===== src/rtl/ffd_pkg.sv =====
// Shared types and constants for the frame FIFO with drop-on-full.
package ffd_pkg;

  localparam int BYTE_W = 8;
  localparam int LEN_W  = 7;
  localparam int STAT_W = 3;
  localparam int DROP_W = 16;

  localparam logic ACT_PUSH = 1'b0;
  localparam logic ACT_POP  = 1'b1;

  typedef enum logic [STAT_W-1:0] {
    ST_STORED   = 3'd0,
    ST_DROPPED  = 3'd1,
    ST_TOO_LONG = 3'd2,
    ST_EMPTY    = 3'd3,
    ST_POPPED   = 3'd4
  } ffd_status_t;

  typedef enum logic [1:0] {
    S_IDLE,
    S_LEN_RD,
    S_STREAM
  } ffd_state_t;

  // controller -> datapath
  typedef struct packed {
    logic push;       // accept a push beat
    logic pop_empty;  // accept a pop on an empty queue
    logic pop_start;  // accept a pop, advance head, read slot length
    logic len_load;   // capture slot length, clear read index
    logic rd_issue;   // issue one frame byte read
  } ffd_cmd_t;

  // datapath -> controller
  typedef struct packed {
    logic empty;       // no committed frame held
    logic load_ok;     // output register can take a result this cycle
    logic can_issue;   // read stage free (or draining) this cycle
    logic stage_busy;  // read data waits in the read stage
    logic rd_done;     // all bytes of the frame have been read
  } ffd_stat_t;

endpackage


===== src/rtl/ffd_in_if.sv =====
// Input channel: valid/ready handshake carrying one push or pop item.
interface ffd_in_if;
  logic                      valid;
  logic                      ready;
  logic                      action;
  logic [ffd_pkg::BYTE_W-1:0] push_byte;
  logic                      push_last;

  modport source (output valid, action, push_byte, push_last, input ready);
  modport sink   (input valid, action, push_byte, push_last, output ready);
endinterface


===== src/rtl/ffd_out_if.sv =====
// Result channel: valid/ready handshake carrying one result beat.
interface ffd_out_if;
  logic                       valid;
  logic                       ready;
  logic [ffd_pkg::STAT_W-1:0] status;
  logic [ffd_pkg::BYTE_W-1:0] out_byte;
  logic                       out_last;
  logic [ffd_pkg::LEN_W-1:0]  frame_length;
  logic                       queue_empty;
  logic [ffd_pkg::DROP_W-1:0] drop_count;

  modport source (output valid, status, out_byte, out_last, frame_length, queue_empty,
                  drop_count, input ready);
  modport sink   (input valid, status, out_byte, out_last, frame_length, queue_empty,
                  drop_count, output ready);
endinterface


===== src/rtl/ffd_ram.sv =====
// Generic simple dual-port RAM with registered read; read data holds when idle.
module ffd_ram #(
  parameter int WIDTH = 8,
  parameter int DEPTH = 16
) (
  input  logic                     clk,
  input  logic                     wr_en,
  input  logic [$clog2(DEPTH)-1:0] wr_addr,
  input  logic [WIDTH-1:0]         wr_data,
  input  logic                     rd_en,
  input  logic [$clog2(DEPTH)-1:0] rd_addr,
  output logic [WIDTH-1:0]         rd_data
);

  logic [WIDTH-1:0] mem [DEPTH];
  logic [WIDTH-1:0] rd_data_r;

  always_ff @(posedge clk) begin
    if (wr_en) begin
      mem[wr_addr] <= wr_data;
    end
    if (rd_en) begin
      rd_data_r <= mem[rd_addr];
    end
  end

  assign rd_data = rd_data_r;

endmodule


===== src/rtl/ffd_ctrl.sv =====
// Controller FSM: item acceptance and sequencing of pop reads.
module ffd_ctrl (
  input  logic              clk,
  input  logic              rst_n,
  input  logic              in_valid,
  input  logic              in_action,
  output logic              in_ready,
  input  ffd_pkg::ffd_stat_t st,
  output ffd_pkg::ffd_cmd_t  cmd
);

  ffd_pkg::ffd_state_t state_r, state_nxt;

  always_ff @(posedge clk) begin
    if (!rst_n) begin
      state_r <= ffd_pkg::S_IDLE;
    end else begin
      state_r <= state_nxt;
    end
  end

  always_comb begin
    state_nxt = state_r;
    cmd       = '0;
    in_ready  = 1'b0;
    unique case (state_r)
      ffd_pkg::S_IDLE: begin
        in_ready = st.load_ok && !st.stage_busy;
        if (in_valid && in_ready) begin
          priority if (in_action == ffd_pkg::ACT_PUSH) begin
            cmd.push = 1'b1;
          end else if (st.empty) begin
            cmd.pop_empty = 1'b1;
          end else begin
            cmd.pop_start = 1'b1;
            state_nxt     = ffd_pkg::S_LEN_RD;
          end
        end
      end
      ffd_pkg::S_LEN_RD: begin
        cmd.len_load = 1'b1;
        state_nxt    = ffd_pkg::S_STREAM;
      end
      ffd_pkg::S_STREAM: begin
        if (!st.rd_done) begin
          cmd.rd_issue = st.can_issue;
        end else if (!st.stage_busy) begin
          state_nxt = ffd_pkg::S_IDLE;
        end
      end
      default: begin
        state_nxt = ffd_pkg::S_IDLE;
      end
    endcase
  end

endmodule


===== src/rtl/ffd_dp.sv =====
// Datapath: ring pointers, counters, frame and length stores, read stage, output register.
module ffd_dp #(
  parameter int QUEUE_DEPTH = 8,
  parameter int FRAME_BYTES = 64
) (
  input  logic                        clk,
  input  logic                        rst_n,
  input  logic [ffd_pkg::BYTE_W-1:0]  push_byte,
  input  logic                        push_last,
  input  ffd_pkg::ffd_cmd_t           cmd,
  output ffd_pkg::ffd_stat_t          st,
  ffd_out_if.source                   out_ch
);

  localparam int SW     = $clog2(QUEUE_DEPTH);
  localparam int CW     = $clog2(QUEUE_DEPTH + 1);
  localparam int OW     = $clog2(FRAME_BYTES + 1);
  localparam int AOW    = (FRAME_BYTES > 1) ? $clog2(FRAME_BYTES) : 1;
  localparam int FDEPTH = QUEUE_DEPTH * (2 ** AOW);

  logic [SW-1:0]             head_r, head_nxt, tail_r, tail_nxt, rd_slot_r;
  logic [CW-1:0]             held_r, held_nxt;
  logic [ffd_pkg::DROP_W-1:0] drop_r, drop_nxt;
  logic [OW-1:0]             wo_r, wo_nxt, off_inc;
  logic [1:0]                refused_r, refused_nxt;
  logic [OW-1:0]             len_r, rd_idx_r;
  logic                      pend_r, pend_last_r;

  logic                      full, ref_full, long_now, ref_long, move, load;
  logic                      fr_we, len_we;
  logic [ffd_pkg::BYTE_W-1:0] fr_rd_data;
  logic [ffd_pkg::LEN_W-1:0]  len_rd_data;

  logic [ffd_pkg::STAT_W-1:0] res_status;
  logic [ffd_pkg::BYTE_W-1:0] res_byte;
  logic                       res_last;
  logic [ffd_pkg::LEN_W-1:0]  res_len;

  logic                       ov_r;
  logic [ffd_pkg::STAT_W-1:0] o_status_r;
  logic [ffd_pkg::BYTE_W-1:0] o_byte_r;
  logic                       o_last_r;
  logic [ffd_pkg::LEN_W-1:0]  o_len_r;
  logic                       o_empty_r;
  logic [ffd_pkg::DROP_W-1:0] o_drop_r;

  function automatic logic [SW-1:0] slot_inc(input logic [SW-1:0] s);
    return (s == SW'(QUEUE_DEPTH - 1)) ? '0 : s + 1'b1;
  endfunction

  // push-side refusal tracking
  assign full     = (held_r == CW'(QUEUE_DEPTH));
  assign ref_full = refused_r[0] | ((wo_r == '0) && full);
  assign long_now = (wo_r == OW'(FRAME_BYTES));
  assign ref_long = refused_r[1] | long_now;
  assign off_inc  = long_now ? wo_r : wo_r + 1'b1;
  assign fr_we    = cmd.push && !long_now && !ref_full;
  assign len_we   = cmd.push && push_last && !ref_long && !ref_full;

  assign st.load_ok    = !ov_r || out_ch.ready;
  assign move          = pend_r && st.load_ok;
  assign st.can_issue  = !pend_r || move;
  assign st.stage_busy = pend_r;
  assign st.rd_done    = (rd_idx_r == len_r);
  assign st.empty      = (held_r == '0);

  always_comb begin
    head_nxt    = head_r;
    tail_nxt    = tail_r;
    held_nxt    = held_r;
    drop_nxt    = drop_r;
    wo_nxt      = wo_r;
    refused_nxt = refused_r;
    load        = 1'b0;
    res_status  = ffd_pkg::ST_POPPED;
    res_byte    = '0;
    res_last    = 1'b1;
    res_len     = '0;
    if (cmd.push) begin
      if (!push_last) begin
        wo_nxt      = off_inc;
        refused_nxt = {ref_long, ref_full};
      end else begin
        wo_nxt      = '0;
        refused_nxt = '0;
        load        = 1'b1;
        priority if (ref_long) begin
          res_status = ffd_pkg::ST_TOO_LONG;
        end else if (ref_full) begin
          res_status = ffd_pkg::ST_DROPPED;
          drop_nxt   = drop_r + 1'b1;
        end else begin
          res_status = ffd_pkg::ST_STORED;
          res_len    = ffd_pkg::LEN_W'(off_inc);
          tail_nxt   = slot_inc(tail_r);
          held_nxt   = held_r + 1'b1;
        end
      end
    end else if (cmd.pop_empty) begin
      load       = 1'b1;
      res_status = ffd_pkg::ST_EMPTY;
    end else if (cmd.pop_start) begin
      head_nxt = slot_inc(head_r);
      held_nxt = held_r - 1'b1;
    end else if (move) begin
      load     = 1'b1;
      res_byte = fr_rd_data;
      res_last = pend_last_r;
      res_len  = ffd_pkg::LEN_W'(len_r);
    end
  end

  always_ff @(posedge clk) begin
    if (!rst_n) begin
      head_r    <= '0;
      tail_r    <= '0;
      held_r    <= '0;
      drop_r    <= '0;
      wo_r      <= '0;
      refused_r <= '0;
      pend_r    <= 1'b0;
      ov_r      <= 1'b0;
    end else begin
      head_r    <= head_nxt;
      tail_r    <= tail_nxt;
      held_r    <= held_nxt;
      drop_r    <= drop_nxt;
      wo_r      <= wo_nxt;
      refused_r <= refused_nxt;
      if (cmd.rd_issue) begin
        pend_r <= 1'b1;
      end else if (move) begin
        pend_r <= 1'b0;
      end
      if (load) begin
        ov_r <= 1'b1;
      end else if (out_ch.ready) begin
        ov_r <= 1'b0;
      end
    end
  end

  // pop bookkeeping and result payload, no reset needed
  always_ff @(posedge clk) begin
    if (cmd.pop_start) begin
      rd_slot_r <= head_r;
    end
    if (cmd.len_load) begin
      len_r    <= len_rd_data[OW-1:0];
      rd_idx_r <= '0;
    end else if (cmd.rd_issue) begin
      rd_idx_r    <= rd_idx_r + 1'b1;
      pend_last_r <= ((rd_idx_r + 1'b1) == len_r);
    end
    if (load) begin
      o_status_r <= res_status;
      o_byte_r   <= res_byte;
      o_last_r   <= res_last;
      o_len_r    <= res_len;
      o_empty_r  <= (held_nxt == '0);
      o_drop_r   <= drop_nxt;
    end
  end

  ffd_ram #(.WIDTH(ffd_pkg::BYTE_W), .DEPTH(FDEPTH)) u_frame_ram (
    .clk     (clk),
    .wr_en   (fr_we),
    .wr_addr ({tail_r, wo_r[AOW-1:0]}),
    .wr_data (push_byte),
    .rd_en   (cmd.rd_issue),
    .rd_addr ({rd_slot_r, rd_idx_r[AOW-1:0]}),
    .rd_data (fr_rd_data)
  );

  ffd_ram #(.WIDTH(ffd_pkg::LEN_W), .DEPTH(QUEUE_DEPTH)) u_len_ram (
    .clk     (clk),
    .wr_en   (len_we),
    .wr_addr (tail_r),
    .wr_data (ffd_pkg::LEN_W'(off_inc)),
    .rd_en   (cmd.pop_start),
    .rd_addr (head_r),
    .rd_data (len_rd_data)
  );

  assign out_ch.valid        = ov_r;
  assign out_ch.status       = o_status_r;
  assign out_ch.out_byte     = o_byte_r;
  assign out_ch.out_last     = o_last_r;
  assign out_ch.frame_length = o_len_r;
  assign out_ch.queue_empty  = o_empty_r;
  assign out_ch.drop_count   = o_drop_r;

endmodule


===== src/rtl/frame_fifo_with_drop.sv =====
// A last push beat and an empty pop each give their result through the output register.
// A pop of an L-byte frame reads the slot length, then byte reads run through the frame
// store's registered port and the output register, one byte per cycle while not stalled.
// Push beats are taken one per cycle unless the output stalls; a pop holds the input
// until its last byte reaches the output register. Reset (synchronous, rst_n low) clears
// pointers, counters and handshake state; the frame and length stores are not cleared.
module frame_fifo_with_drop #(
  parameter int QUEUE_DEPTH = 8,
  parameter int FRAME_BYTES = 64
) (
  input logic        clk,
  input logic        rst_n,
  ffd_in_if.sink     in_ch,
  ffd_out_if.source  out_ch
);

  ffd_pkg::ffd_cmd_t  cmd;
  ffd_pkg::ffd_stat_t st;
  logic               ready;

  // Controller owns the input handshake and sequences each pop:
  // accept -> read slot length -> stream byte reads.
  ffd_ctrl u_ctrl (
    .clk       (clk),
    .rst_n     (rst_n),
    .in_valid  (in_ch.valid),
    .in_action (in_ch.action),
    .in_ready  (ready),
    .st        (st),
    .cmd       (cmd)
  );

  assign in_ch.ready = ready;

  // Datapath holds ring state, the two stores and the result register.
  // The store's read register acts as a second stage, so a stalled
  // output still lets one byte wait without losing it.
  ffd_dp #(
    .QUEUE_DEPTH (QUEUE_DEPTH),
    .FRAME_BYTES (FRAME_BYTES)
  ) u_dp (
    .clk       (clk),
    .rst_n     (rst_n),
    .push_byte (in_ch.push_byte),
    .push_last (in_ch.push_last),
    .cmd       (cmd),
    .st        (st),
    .out_ch    (out_ch)
  );

endmodule


===== src/flat_wrapper.sv =====
// flat-port wrapper written by rule: the top's interface ports become plain ports
module frame_fifo_with_drop_flat 
#(
  parameter int QUEUE_DEPTH = 8,
  parameter int FRAME_BYTES = 64
)
  (clk, rst_n, in_ch_valid, in_ch_action, in_ch_push_byte, in_ch_push_last, in_ch_ready, out_ch_valid, out_ch_status, out_ch_out_byte, out_ch_out_last, out_ch_frame_length, out_ch_queue_empty, out_ch_drop_count, out_ch_ready);
  ffd_in_if in_ch_i ();
  ffd_out_if out_ch_i ();
  input logic clk;
  input logic rst_n;
  input wire logic [$bits(in_ch_i.valid)-1:0] in_ch_valid;
  input wire logic [$bits(in_ch_i.action)-1:0] in_ch_action;
  input wire logic [$bits(in_ch_i.push_byte)-1:0] in_ch_push_byte;
  input wire logic [$bits(in_ch_i.push_last)-1:0] in_ch_push_last;
  output wire logic [$bits(in_ch_i.ready)-1:0] in_ch_ready;
  output wire logic [$bits(out_ch_i.valid)-1:0] out_ch_valid;
  output wire logic [$bits(out_ch_i.status)-1:0] out_ch_status;
  output wire logic [$bits(out_ch_i.out_byte)-1:0] out_ch_out_byte;
  output wire logic [$bits(out_ch_i.out_last)-1:0] out_ch_out_last;
  output wire logic [$bits(out_ch_i.frame_length)-1:0] out_ch_frame_length;
  output wire logic [$bits(out_ch_i.queue_empty)-1:0] out_ch_queue_empty;
  output wire logic [$bits(out_ch_i.drop_count)-1:0] out_ch_drop_count;
  input wire logic [$bits(out_ch_i.ready)-1:0] out_ch_ready;
  assign in_ch_i.valid = in_ch_valid;
  assign in_ch_i.action = in_ch_action;
  assign in_ch_i.push_byte = in_ch_push_byte;
  assign in_ch_i.push_last = in_ch_push_last;
  assign in_ch_ready = in_ch_i.ready;
  assign out_ch_valid = out_ch_i.valid;
  assign out_ch_status = out_ch_i.status;
  assign out_ch_out_byte = out_ch_i.out_byte;
  assign out_ch_out_last = out_ch_i.out_last;
  assign out_ch_frame_length = out_ch_i.frame_length;
  assign out_ch_queue_empty = out_ch_i.queue_empty;
  assign out_ch_drop_count = out_ch_i.drop_count;
  assign out_ch_i.ready = out_ch_ready;
  frame_fifo_with_drop #(.QUEUE_DEPTH(QUEUE_DEPTH), .FRAME_BYTES(FRAME_BYTES)) u_core (.clk(clk), .rst_n(rst_n), .in_ch(in_ch_i), .out_ch(out_ch_i));
endmodule

===== config.mk =====
export PLATFORM = sky130hd
export DESIGN_NAME = frame_fifo_with_drop_flat
export DESIGN_NICKNAME = d
export VERILOG_FILES = /design/src/rtl/ffd_pkg.sv /design/src/rtl/ffd_in_if.sv /design/src/rtl/ffd_out_if.sv /design/src/rtl/ffd_ram.sv /design/src/rtl/ffd_ctrl.sv /design/src/rtl/ffd_dp.sv /design/src/rtl/frame_fifo_with_drop.sv /design/src/flat_wrapper.sv
export SDC_FILE = /design/constraint.sdc
export NUM_CORES = 2
export LEC_CHECK = 0
export BUFFER_PORTS_ARGS = -buffer_cell sky130_fd_sc_hd__buf_4
export CORE_MARGIN = 2
export CORE_UTILIZATION = 63
export DETAILED_ROUTE_END_ITERATION = 6
export PLACE_DENSITY = 0.81
export SLEW_MARGIN = 0
export SYNTH_ARGS = -nofsm -noshare
export SYNTH_HDL_FRONTEND = slang
export SYNTH_HIERARCHICAL = 1
export SYNTH_MEMORY_MAX_BITS = 65536
export SYNTH_SLANG_ARGS = --single-unit

===== constraint.sdc =====
create_clock -name clk -period 4.6 [get_ports clk]
set_input_delay 0.23 -clock clk [delete_from_list [all_inputs] [get_ports clk]]
set_output_delay 0.23 -clock clk [all_outputs]
set_load 0.01 [all_outputs]

==> metrics <==
worst relative slew slack 7.21%; Pre-Repair DR Iteration Count 7; GRT Util Overall 32.7%; Ports 52; Syn Nets 8552; Max clock buf depth 4; via count 91700; slew of the pin with the lowest slew margin 1.38 ns; Final ANT Viol Nets 0; Min-Delay Path Class primary input to flip-flop; HP Start out_ch_ready; most used flip-flop cell after synthesis edfxtp_1; Die Area 0.269 sq mm; initial antenna violation count 19; mapped cell area 0.167 sq mm; DRT Wirelength 445 mm; Yosys reg bits 4260; Max Cap Viol 0; maximum vdd drop 0.457 mV; Setup Skew 0.0739 ns; DRC violations left 1; clk sinks 4260; fin crit share 93.7%; crit end category flip-flop; core box area 0.263 sq mm; post-synthesis cell count 8527; pin count of the biggest net entering global routing 158; hold buffers post-CTS 15; Final Critical Period 4.31 ns; num rows 188; total gr overflow 0; root buf cell clkbuf_16; failing checks design-rule violations; IO Port Bufs 51; Setup CP Type flip-flop to flip-flop; top cell type's share of synthesized area 75.9%; layout cells sized above 1 17.6%; Reg clk slew, reported paths 0.06 ns; sequential fraction of the synthesis area 76.5%; htree depth 5; synth top area cells edfxtp_1 (76%), mux4_2 (8.8%), mux2i_1 (4.8%); initial core utilization 63.5%; P per Cell Area 521 mW/mm^2; Final Hold Viols 0; mean number of vias per cell 7.29; # resized after CTS 0; Initial DRC Count 16200; endpoints failing setup 0; Routed wire per std cell 35.4 um; WP data arrival 5.00 ns; status complete, but fails checks; dpl hpwl 253 mm; final slew viol count 0; Worst Path Required 5.29 ns; vias in the first global route 90800; Num CTS Buffers 404; count leader, synth edfxtp_1; post-placement cell count 11800; R2R Path Start u_core/u_dp/rd_idx_r[0]; CP Launch Point u_core/u_dp/rd_idx_r[0]; die width 518 um; Post-synth EDFFs 4214; first-pass GRT wire length 639 mm; RePlAce Congestion 0.968; Leak Pwr 57.3 nW; RSZ-0062 raised after global routing no; area grow syn2layout 11.2%; post-CTS setup buffers 0; Synth area leader edfxtp_1; post-route non-filler standard cell count 12600; Async S/R FF share, synth 0%; Die Ht 518 um; startpoint types flip-flop; CTS tree done; Mean Syn Cell Area 19.6 sq um; Commonest cells post-synth edfxtp_1 (4214), mux2i_1 (798), mux4_2 (654), nor2_1 (630), o221ai_1 (371); Worst Path Max Fanout 30; Pwr Total 96.6 mW; Netlist cell types 73; FMAX 232 MHz; fin nets 8743; setup TNS 0 ns; Clk Latency, worst-skew pair 0.93 ns; Yosys warning count 6
## per-layer routing
layer / vias up / track usage (%) / routed length [um]
met5: - / 0 / 115
met1: 46300 / 43.4 / 147000
met4: 16 / 15.8 / 26000
met2: 8173 / 51.0 / 210000
met3: 1526 / 8.80 / 62300
li1: 35600 / - / -
## path summary, 6_finish.rpt
kind | endpoint | slack (ns) | cells after the start
min reg2reg | u_core/u_dp/len_r[5] | 0.41 | 0
max | u_core/u_dp/u_frame_ram/rd_data[4] | 0.29 | 7
max reg2reg | u_core/u_dp/u_frame_ram/rd_data[4] | 0.29 | 7
min | u_core/u_dp/out_ch.valid | 0.23 | 5
## worst max-delay path: stages, from the launching register on
cell and delay [ns]:
dfxtp_4 0.75, buf_4 0.27, buf_4 0.54, mux4_2 0.63, mux4_2 0.48, nor4_1 1.05
nor4_1 0.11, o2111a_1 0.20
## layout make-up
type / instances / area [sq um]
repair buffers: 316 / 3470
fillers: 14200 / 77300
clock inverters: 256 / 3080
well taps: 3515 / 4400
clock buffers: 482 / 10500
multi-input cells: 3719 / 36300
diodes: 14 / 35.0
inverters: 17 / 71.3
flip-flops and latches: 4260 / 127000
## report_power, final
part           internal [mW]  leakage (nW)  switching, mW  total [mW]
Clock                   19.9          6.63           14.4        34.4
Combinational           8.16          12.3           11.2        19.4
Sequential              42.7          38.3          0.165        42.9
## state kept, by name, summed over array words and instances (netlist names), 3 cells and up
name	flops
u_core/u_dp/drop_r	16
u_core/u_dp/head_r	3
u_core/u_dp/held_r	4
u_core/u_dp/len_r	7
u_core/u_dp/out_ch.drop_count	16
u_core/u_dp/out_ch.frame_length	7
u_core/u_dp/out_ch.out_byte	8
u_core/u_dp/out_ch.status	3
u_core/u_dp/rd_idx_r	7
u_core/u_dp/rd_slot_r	3
u_core/u_dp/tail_r	3
u_core/u_dp/u_frame_ram/mem	4096
u_core/u_dp/u_frame_ram/rd_data	8
u_core/u_dp/u_len_ram/mem	56
u_core/u_dp/u_len_ram/rd_data	7
u_core/u_dp/wo_r	7
## cells by family (layout without fill, tap and decap cells)
| kind of cell | count (synthesis) | after routing | synth area share (%) |
|---|---|---|---|
| AOI/OAI and AO/OA | 1031 | 1031 | 4.34 |
| DFF | 4260 | 4260 | 76.5 |
| and+or+nand+nor | 1164 | 1164 | 3.15 |
| adders and majority gates | 11 | 11 | 0.0826 |
| xor gates and xnor gates | 39 | 39 | 0.205 |
| buffers and inverters | 548 | 1071 | 1.86 |
| other | 0 | 14 | 0 |
| muxes | 1474 | 1474 | 13.9 |
## placed cells by master (no fill, tap or decap), drive strengths merged, types with 129 or more instances in the layout
| master | Yosys | layout |
|---|---|---|
| edfxtp | 4214 | 4214 |
| mux2i | 798 | 798 |
| mux4 | 668 | 668 |
| nor2 | 630 | 630 |
| clkbuf | 277 | 482 |
| o221ai | 372 | 372 |
| buf | 254 | 301 |
| a21oi | 213 | 213 |
| clkinv | 0 | 173 |
| o22ai | 166 | 166 |
| nand2 | 143 | 143 |
| o21ai | 129 | 129 |
## per-stage QoR
step           setup slack (ns)  area (sq um)  util [%]  hold slack, ns
2_1_floorplan             0.850        167000         -           0.329
3_3_place_gp              0.501        172000      65.3           0.404
3_5_place_dp              0.515        172000      65.3           0.405
4_1_cts                   0.422        185000      70.5           0.178
5_1_grt                   0.257        185000      70.6           0.260
6_report                  0.289        185000      70.6           0.230
No activity file was read; power rests on OpenSTA's default activity.
